[src/hdl/rar_pkg.sv]
// Shared types and constants for the rational arithmetic reduce unit.
package rar_pkg;
   localparam int OperandWidthDefault = 32;
   localparam int MagWidth = 64;

   typedef enum logic [1:0] {
      CMD_ADD = 2'd0,
      CMD_SUB = 2'd1,
      CMD_MUL = 2'd2,
      CMD_DIV = 2'd3
   } cmd_type;

   typedef enum logic [3:0] {
      ST_IDLE,
      ST_MUL0,
      ST_MUL1,
      ST_MUL2,
      ST_COMBINE,
      ST_GCD_START,
      ST_GCD_WAIT,
      ST_DIVN_START,
      ST_DIVN_WAIT,
      ST_DIVD_START,
      ST_DIVD_WAIT,
      ST_DONE
   } state_type;
endpackage

[src/hdl/rar_divider.sv]
// Restoring divider, one quotient bit per cycle, unsigned 64-bit operands.
module rar_divider import rar_pkg::*; (
   input  logic                clock,
   input  logic                reset,
   input  logic                start,
   input  logic [MagWidth-1:0] dividend,
   input  logic [MagWidth-1:0] divisor,
   output logic                busy,
   output logic [MagWidth-1:0] quotient,
   output logic [MagWidth-1:0] remainder
);
   localparam int CntWidth = $clog2(MagWidth + 1);

   logic [MagWidth-1:0] quo_ff, quo_in;
   logic [MagWidth-1:0] rem_ff, rem_in;
   logic [MagWidth-1:0] dvs_ff, dvs_in;
   logic [CntWidth-1:0] cnt_ff, cnt_in;
   logic                busy_ff, busy_in;
   logic [MagWidth:0]   trial;
   logic [MagWidth:0]   diff;

   always_comb begin
      trial = {rem_ff, quo_ff[MagWidth-1]};
      diff = trial - {1'b0, dvs_ff};
      quo_in = quo_ff;
      rem_in = rem_ff;
      dvs_in = dvs_ff;
      cnt_in = cnt_ff;
      busy_in = busy_ff;
      if (start) begin
         quo_in = dividend;
         rem_in = '0;
         dvs_in = divisor;
         cnt_in = CntWidth'(MagWidth);
         busy_in = 1'b1;
      end else if (busy_ff) begin
         // shift in next dividend bit, subtract when it fits
         if (!diff[MagWidth]) begin
            rem_in = diff[MagWidth-1:0];
            quo_in = {quo_ff[MagWidth-2:0], 1'b1};
         end else begin
            rem_in = trial[MagWidth-1:0];
            quo_in = {quo_ff[MagWidth-2:0], 1'b0};
         end
         cnt_in = cnt_ff - 1'b1;
         if (cnt_ff == CntWidth'(1)) busy_in = 1'b0;
      end
   end

   always_ff @(posedge clock) begin
      quo_ff <= quo_in;
      rem_ff <= rem_in;
      dvs_ff <= dvs_in;
      cnt_ff <= cnt_in;
      if (reset) busy_ff <= 1'b0;
      else busy_ff <= busy_in;
   end

   assign busy = busy_ff;
   assign quotient = quo_ff;
   assign remainder = rem_ff;
endmodule

[src/hdl/rational_arith_reduce_unit.sv]
// Top level of the rational arithmetic reduce unit.
//
// Takes one request word (cmd, a_num/a_den, b_num/b_den) on the req_ channel
// and returns one response word on the rsp_ channel: the reduced fraction with
// the sign on the numerator, a whole-number flag and a zero-denominator status.
// Operands are read as OPERAND_WIDTH-bit two's complement values.
//
// The raw terms come from one shared 32x32 multiplier in states MUL0, MUL1 and
// MUL2. The gcd runs Euclid's loop on a shared bit-serial divider, then the
// same divider makes two exact divisions. Zero numerator or denominator skips
// the gcd and the divisions and goes straight to a valid response.
// One word is in flight at a time; req_stall is high from acceptance until the
// response is taken. A stalled response holds its payload.
// Reset clears the sequencer and drops any word in flight.
module rational_arith_reduce_unit import rar_pkg::*; #(
   parameter int OPERAND_WIDTH = OperandWidthDefault
) (
   input  logic               clock,
   input  logic               reset,
   input  logic               req_valid,
   output logic               req_stall,
   input  logic [1:0]         req_cmd,
   input  logic signed [31:0] req_a_num,
   input  logic signed [31:0] req_a_den,
   input  logic signed [31:0] req_b_num,
   input  logic signed [31:0] req_b_den,
   output logic               rsp_valid,
   input  logic               rsp_stall,
   output logic signed [63:0] rsp_res_num,
   output logic [62:0]        rsp_res_den,
   output logic               rsp_is_whole,
   output logic               rsp_status
);
   localparam int OpW = OPERAND_WIDTH;

   state_type state_ff, state_in;
   cmd_type   cmd_ff;
   logic [OpW-1:0] an_ff, ad_ff, bn_ff, bd_ff;
   logic [OpW-1:0] mx, my;
   logic [MagWidth-1:0] prod;
   logic           mneg;
   logic [MagWidth-1:0] p0_ff, p1_ff, dm_ff, nm_ff, gx_ff, gy_ff, g_ff;
   logic p0n_ff, p1n_ff, dn_ff, nn_ff;
   logic [MagWidth-1:0] resn_ff;
   logic                div_start, div_busy;
   logic [MagWidth-1:0] div_a, div_b, div_q, div_r;
   logic [MagWidth-1:0] sum;
   logic [MagWidth-1:0] num_raw;
   logic                sum_neg, q_neg;

   function automatic logic [OpW-1:0] mag(input logic [OpW-1:0] v);
      return v[OpW-1] ? (~v + 1'b1) : v;
   endfunction

   // shared multiplier on magnitudes
   always_comb begin
      unique case (state_ff)
         ST_MUL0: begin
            mx = an_ff;
            my = (cmd_ff == CMD_MUL) ? bn_ff : bd_ff;
         end
         ST_MUL1: begin
            mx = bn_ff;
            my = ad_ff;
         end
         default: begin
            mx = ad_ff;
            my = (cmd_ff == CMD_DIV) ? bn_ff : bd_ff;
         end
      endcase
      prod = MagWidth'(mag(mx)) * MagWidth'(mag(my));
      mneg = (mx[OpW-1] ^ my[OpW-1]) && (prod != '0);
   end

   // sign-magnitude add of the two cross terms
   always_comb begin
      q_neg = (cmd_ff == CMD_SUB) ? (!p1n_ff && p1_ff != '0) : p1n_ff;
      if (p0n_ff == q_neg) begin
         sum = p0_ff + p1_ff;
         sum_neg = p0n_ff;
      end else if (p0_ff >= p1_ff) begin
         sum = p0_ff - p1_ff;
         sum_neg = p0n_ff && (p0_ff != p1_ff);
      end else begin
         sum = p1_ff - p0_ff;
         sum_neg = q_neg;
      end
      num_raw = (cmd_ff == CMD_ADD || cmd_ff == CMD_SUB) ? sum : p0_ff;
   end

   always_comb begin
      state_in = state_ff;
      unique case (state_ff)
         ST_IDLE:      if (req_valid) state_in = ST_MUL0;
         ST_MUL0:      state_in = ST_MUL1;
         ST_MUL1:      state_in = ST_MUL2;
         ST_MUL2:      state_in = ST_COMBINE;
         ST_COMBINE:   state_in = (dm_ff == '0 || num_raw == '0) ? ST_DONE : ST_GCD_START;
         ST_GCD_START: state_in = (gy_ff == '0) ? ST_DIVN_START : ST_GCD_WAIT;
         ST_GCD_WAIT:  if (!div_busy) state_in = ST_GCD_START;
         ST_DIVN_START: state_in = ST_DIVN_WAIT;
         ST_DIVN_WAIT: if (!div_busy) state_in = ST_DIVD_START;
         ST_DIVD_START: state_in = ST_DIVD_WAIT;
         ST_DIVD_WAIT: if (!div_busy) state_in = ST_DONE;
         ST_DONE:      if (!rsp_stall) state_in = ST_IDLE;
         default:      state_in = ST_IDLE;
      endcase
   end

   always_comb begin
      div_start = 1'b0;
      div_a = gx_ff;
      div_b = gy_ff;
      unique case (state_ff)
         ST_GCD_START:  div_start = (gy_ff != '0);
         ST_DIVN_START: begin
            div_start = 1'b1;
            div_a = nm_ff;
            div_b = g_ff;
         end
         ST_DIVD_START: begin
            div_start = 1'b1;
            div_a = dm_ff;
            div_b = g_ff;
         end
         default: div_start = 1'b0;
      endcase
   end

   rar_divider u_div (
      .clock(clock), .reset(reset), .start(div_start),
      .dividend(div_a), .divisor(div_b),
      .busy(div_busy), .quotient(div_q), .remainder(div_r)
   );

   always_ff @(posedge clock) begin
      if (reset) state_ff <= ST_IDLE;
      else state_ff <= state_in;
      unique case (state_ff)
         ST_IDLE: begin
            cmd_ff <= cmd_type'(req_cmd);
            an_ff <= req_a_num[OpW-1:0];
            ad_ff <= req_a_den[OpW-1:0];
            bn_ff <= req_b_num[OpW-1:0];
            bd_ff <= req_b_den[OpW-1:0];
         end
         ST_MUL0: begin
            p0_ff <= prod;
            p0n_ff <= mneg;
         end
         ST_MUL1: begin
            p1_ff <= prod;
            p1n_ff <= mneg;
         end
         ST_MUL2: begin
            dm_ff <= prod;
            dn_ff <= mneg;
         end
         ST_COMBINE: begin
            if (cmd_ff == CMD_ADD || cmd_ff == CMD_SUB) begin
               nm_ff <= sum;
               nn_ff <= sum_neg;
               gx_ff <= sum;
            end else begin
               nm_ff <= p0_ff;
               nn_ff <= p0n_ff;
               gx_ff <= p0_ff;
            end
            gy_ff <= dm_ff;
         end
         ST_GCD_START: g_ff <= gx_ff;
         ST_GCD_WAIT: if (!div_busy) begin
            // advance Euclid: (x, y) <= (y, x mod y)
            gx_ff <= gy_ff;
            gy_ff <= div_r;
         end
         ST_DIVN_WAIT: if (!div_busy) resn_ff <= div_q;
         ST_DIVD_WAIT: if (!div_busy) dm_ff <= div_q;
         default: ;
      endcase
   end

   logic [MagWidth-1:0] sat;
   logic zero_den, zero_num;
   always_comb begin
      zero_den = (dm_ff == '0);
      zero_num = (nm_ff == '0);
      sat = resn_ff[MagWidth-1] ? {1'b0, {(MagWidth-1){1'b1}}} : resn_ff;
      req_stall = (state_ff != ST_IDLE);
      rsp_valid = (state_ff == ST_DONE);
      rsp_status = zero_den;
      if (zero_den) begin
         rsp_res_num = '0;
         rsp_res_den = '0;
         rsp_is_whole = 1'b0;
      end else if (zero_num) begin
         rsp_res_num = '0;
         rsp_res_den = 63'd1;
         rsp_is_whole = 1'b1;
      end else begin
         rsp_res_num = (nn_ff != dn_ff) ? -$signed(sat) : $signed(sat);
         rsp_res_den = dm_ff[62:0];
         rsp_is_whole = (dm_ff == 64'd1);
      end
   end
endmodule
[config.mk]
export PLATFORM = sky130hd
export DESIGN_NAME = rational_arith_reduce_unit
export DESIGN_NICKNAME = d
export VERILOG_FILES = /design/src/hdl/rar_pkg.sv /design/src/hdl/rar_divider.sv /design/src/hdl/rational_arith_reduce_unit.sv
export SDC_FILE = /design/constraint.sdc
export NUM_CORES = 2
export LEC_CHECK = 0
export CAP_MARGIN = 20
export CORE_UTILIZATION = 46
export CTS_CLUSTER_DIAMETER = 100
export DETAILED_ROUTE_END_ITERATION = 8
export DONT_BUFFER_PORTS = 1
export GPL_TIMING_DRIVEN = 0
export PLACE_DENSITY = 0.67
export SETUP_SLACK_MARGIN = 0.02
export SLEW_MARGIN = 10
export SYNTH_ARGS = -nofsm -noshare
export SYNTH_HDL_FRONTEND = slang
export SYNTH_SLANG_ARGS = --single-unit
export TNS_END_PERCENT = 10
[constraint.sdc]
create_clock -name clock -period 15.59 [get_ports clock]
set_input_delay 1.559 -clock clock [delete_from_list [all_inputs] [get_ports clock]]
set_output_delay 1.559 -clock clock [all_outputs]
set_load 0.03 [all_outputs]
==> results.txt <==
status: finished, final reports clean
via count: 75200
# rows: 158
R2R cell count: 46
CTS Buffer Depth: 3
hold path depth: 0
crit start category: flop
initial antenna violation count: 22
Post-Synth Simple-Gate Area: 17.0%
Worst EP required: 16030 ps
Mapped Nets: 11100
syn_area_per_cell: 8.98 um2
Crit path largest cell delay: 620 ps
Hold Crit Class: reg -> reg
Slew @ Worst Pin: 1350 ps
mux contribution to synthesized area: 1.74%
final period utilization: 98.6%
synthesis-to-layout area growth: 10.5%
Final Hold Viols: 0
Post-synth ARST share: 0%
relative slew slack: 8.92%
Synth Area in Adders: 28.7%
Remaining DRCs: 0
drt total wl: 398 mm
Die Ht: 434 um
main combinational cell family by area after synthesis: adder cells
Clk Latency, worst-skew pair: 790 ps
Worst EP arrival: 15810 ps
met3 Usage GRT: 6.72%
largest net degree at the start of global routing: 73
Starting Density: 46.2%
synthesized cell area: 85700 um2
placed cell count: 12100
number of synthesized register bits: 850
gr usage total: 41.9%
count of maximum capacitance violations: 0
worst setup margin: 221 ps
core area: 185000 um2
Pre-Repair DR Iteration Count: 7
DP Wirelength: 336 mm
DP Worst Slack: -4010 ps
CTS tree: yes
commonest non-fill, non-tap cell in the layout: nand2_1
vias per cell: 6.10
GR Overflow Total: 0
Synth Area in XOR/XNOR: 3.20%
most frequent CP cell: fa_1
die area: 188000 um2
fin. max-slew vios: 0
CP max FO: 10
worst hold margin: 437 ps
f_max: 65.1 MHz
Boundary Pins: 265
Synth Flop Type: edfxtp_1
CTS buffer count: 95
Final Setup Violations: 0
Final ANT Viol Nets: 0
post-synth cell types: 94
Layout Cells excl Fill: 12300
number of DRC markers in iteration 0: 7842
first-pass GRT wire length: 551 mm
layer with the highest usage: met2
vias in the first global route: 75000
Mapped Cells: 9538
CTS Root Buffer Type: clkbuf_16
drt wl/cell: 32.3 um
worst clock skew: 86.4 ps
fin crit period: 15370 ps
kind of end point of the critical path: flop
NumNets Final: 11300
M1 GR Usage: 48.2%
Die W: 434 um
Compound-Gate Fraction of Synth Area: 12.9%
M2 GR Usage: 69.5%
commonest non-fill, non-tap cells in the layout: 1387 x nand2_1, 1218 x inv_1, 1193 x nor2_1
Clock Sink Count: 850
share of cells above drive strength 1: 6.68%
register area share after synthesis: 28.9%
Crit-path slowest cell: clkbuf_1
number of I/O port buffers: 0
RSZ-0062 raised after global routing: false
kind of critical path: reg -> reg
GP Congestion: 1.11
Clock Pin Slew Worst Setup and Hold Paths: 60 ps
H-tree depth: 3
Synth Warn #: 0
Post-synth EDFFs: 774
## routing by layer
metal	wire length, um	vias up
li1	-	32400
met1	142000	37400
met2	186000	4231
met3	31400	1118
met4	38400	4
met5	27	-
## flip-flops by register name (all words and copies together), names as in the netlist, 64 cells and up
signal / flops
resn_ff: 64
u_div.remainder: 64
gy_ff: 64
gx_ff: 64
g_ff: 64
p0_ff: 64
u_div.dvs_ff: 64
nm_ff: 64
p1_ff: 64
dm_ff: 64
u_div.quotient: 64
## worst paths after layout
kind,slack [ps],start,end
setup / recovery,220,cmd_ff[1],p1n_ff
hold / removal,440,gx_ff[1],g_ff[1]
setup reg to reg,220,cmd_ff[1],p1n_ff
hold reg to reg,440,gx_ff[1],g_ff[1]
## cells in the mapped netlist, drive strengths merged (28+ instances only)
| master | n | area (um2) |
|---|---|---|
| buf | 73 | 360 |
| xnor2 | 187 | 1640 |
| a21o | 105 | 788 |
| o211ai | 39 | 293 |
| nand3 | 92 | 460 |
| o21bai | 55 | 413 |
| nor4 | 140 | 895 |
| and2 | 91 | 569 |
| dfxtp | 76 | 1520 |
| a31oi | 120 | 751 |
| a311oi | 50 | 444 |
| xor2 | 126 | 1100 |
| clkbuf | 407 | 1530 |
| a211oi | 69 | 518 |
| and4 | 28 | 250 |
| nand2 | 1390 | 5220 |
| nand2b | 32 | 200 |
| inv | 1223 | 4590 |
| or3 | 37 | 241 |
| o31ai | 62 | 470 |
| o21a | 59 | 443 |
| and3 | 32 | 200 |
| mux2 | 77 | 867 |
| nor3 | 136 | 686 |
| or2 | 28 | 175 |
| ha | 522 | 6530 |
| mux2i | 62 | 621 |
| a22oi | 102 | 766 |
| nor2 | 1197 | 4490 |
| a21oi | 505 | 2530 |
| fa | 900 | 18000 |
| edfxtp | 774 | 23200 |
| o21ai | 353 | 1770 |
| nand4 | 90 | 563 |
| nor2b | 38 | 238 |
## area by class of cell
cell class              count  area [um2]
fillers                 17600       90600
multi-input cells        6983       55400
flip-flops and latches    850       24800
inverters                1225        4620
well taps                2480        3100
clock buffers             113        2440
plain buffers             470        1990
repair buffers            133        1620
clock inverters            62         667
diodes                     13        32.5
## through the flow
step	setup TNS, ps	util (%)	instance area, um2
after floorplan	0	-	85700
after global placement	-639620	47.9	88800
after detailed placement	-192370	48.9	90700
after CTS	0	50.9	94200
after global routing	0	51.1	94600
final	0	51.1	94600
## critical path, delay by kind of cell, from the launching register on
family	cells	cell delay, ps
simple gates	10	2200
buf+inv	9	3010
fa+ha+maj	10	4370
xor+xnor	2	730
compound gates	15	4260
flops	1	430
## repair_timing
| action | CTS | global route |
|---|---|---|
| pin swaps | 5 | 3 |
| buffers inserted | 5 | 7 |
| hold buffers | 0 | 0 |
| gates resized for setup | 98 | 122 |
| endpoints found under the setup margin | 123 | 12 |
## cell families after synthesis
group,count (synthesis)
AND/OR/NAND/NOR,3380
flip-flops,850
adder cells (fa/ha/maj),1422
buffers and inverters,1705
AO/OA/AOI/OAI,1729
XOR/XNOR,313
multiplexers,139
Power is not shown: default switching activity piles up to over one toggle a cycle in this logic, so the estimate is an artifact.
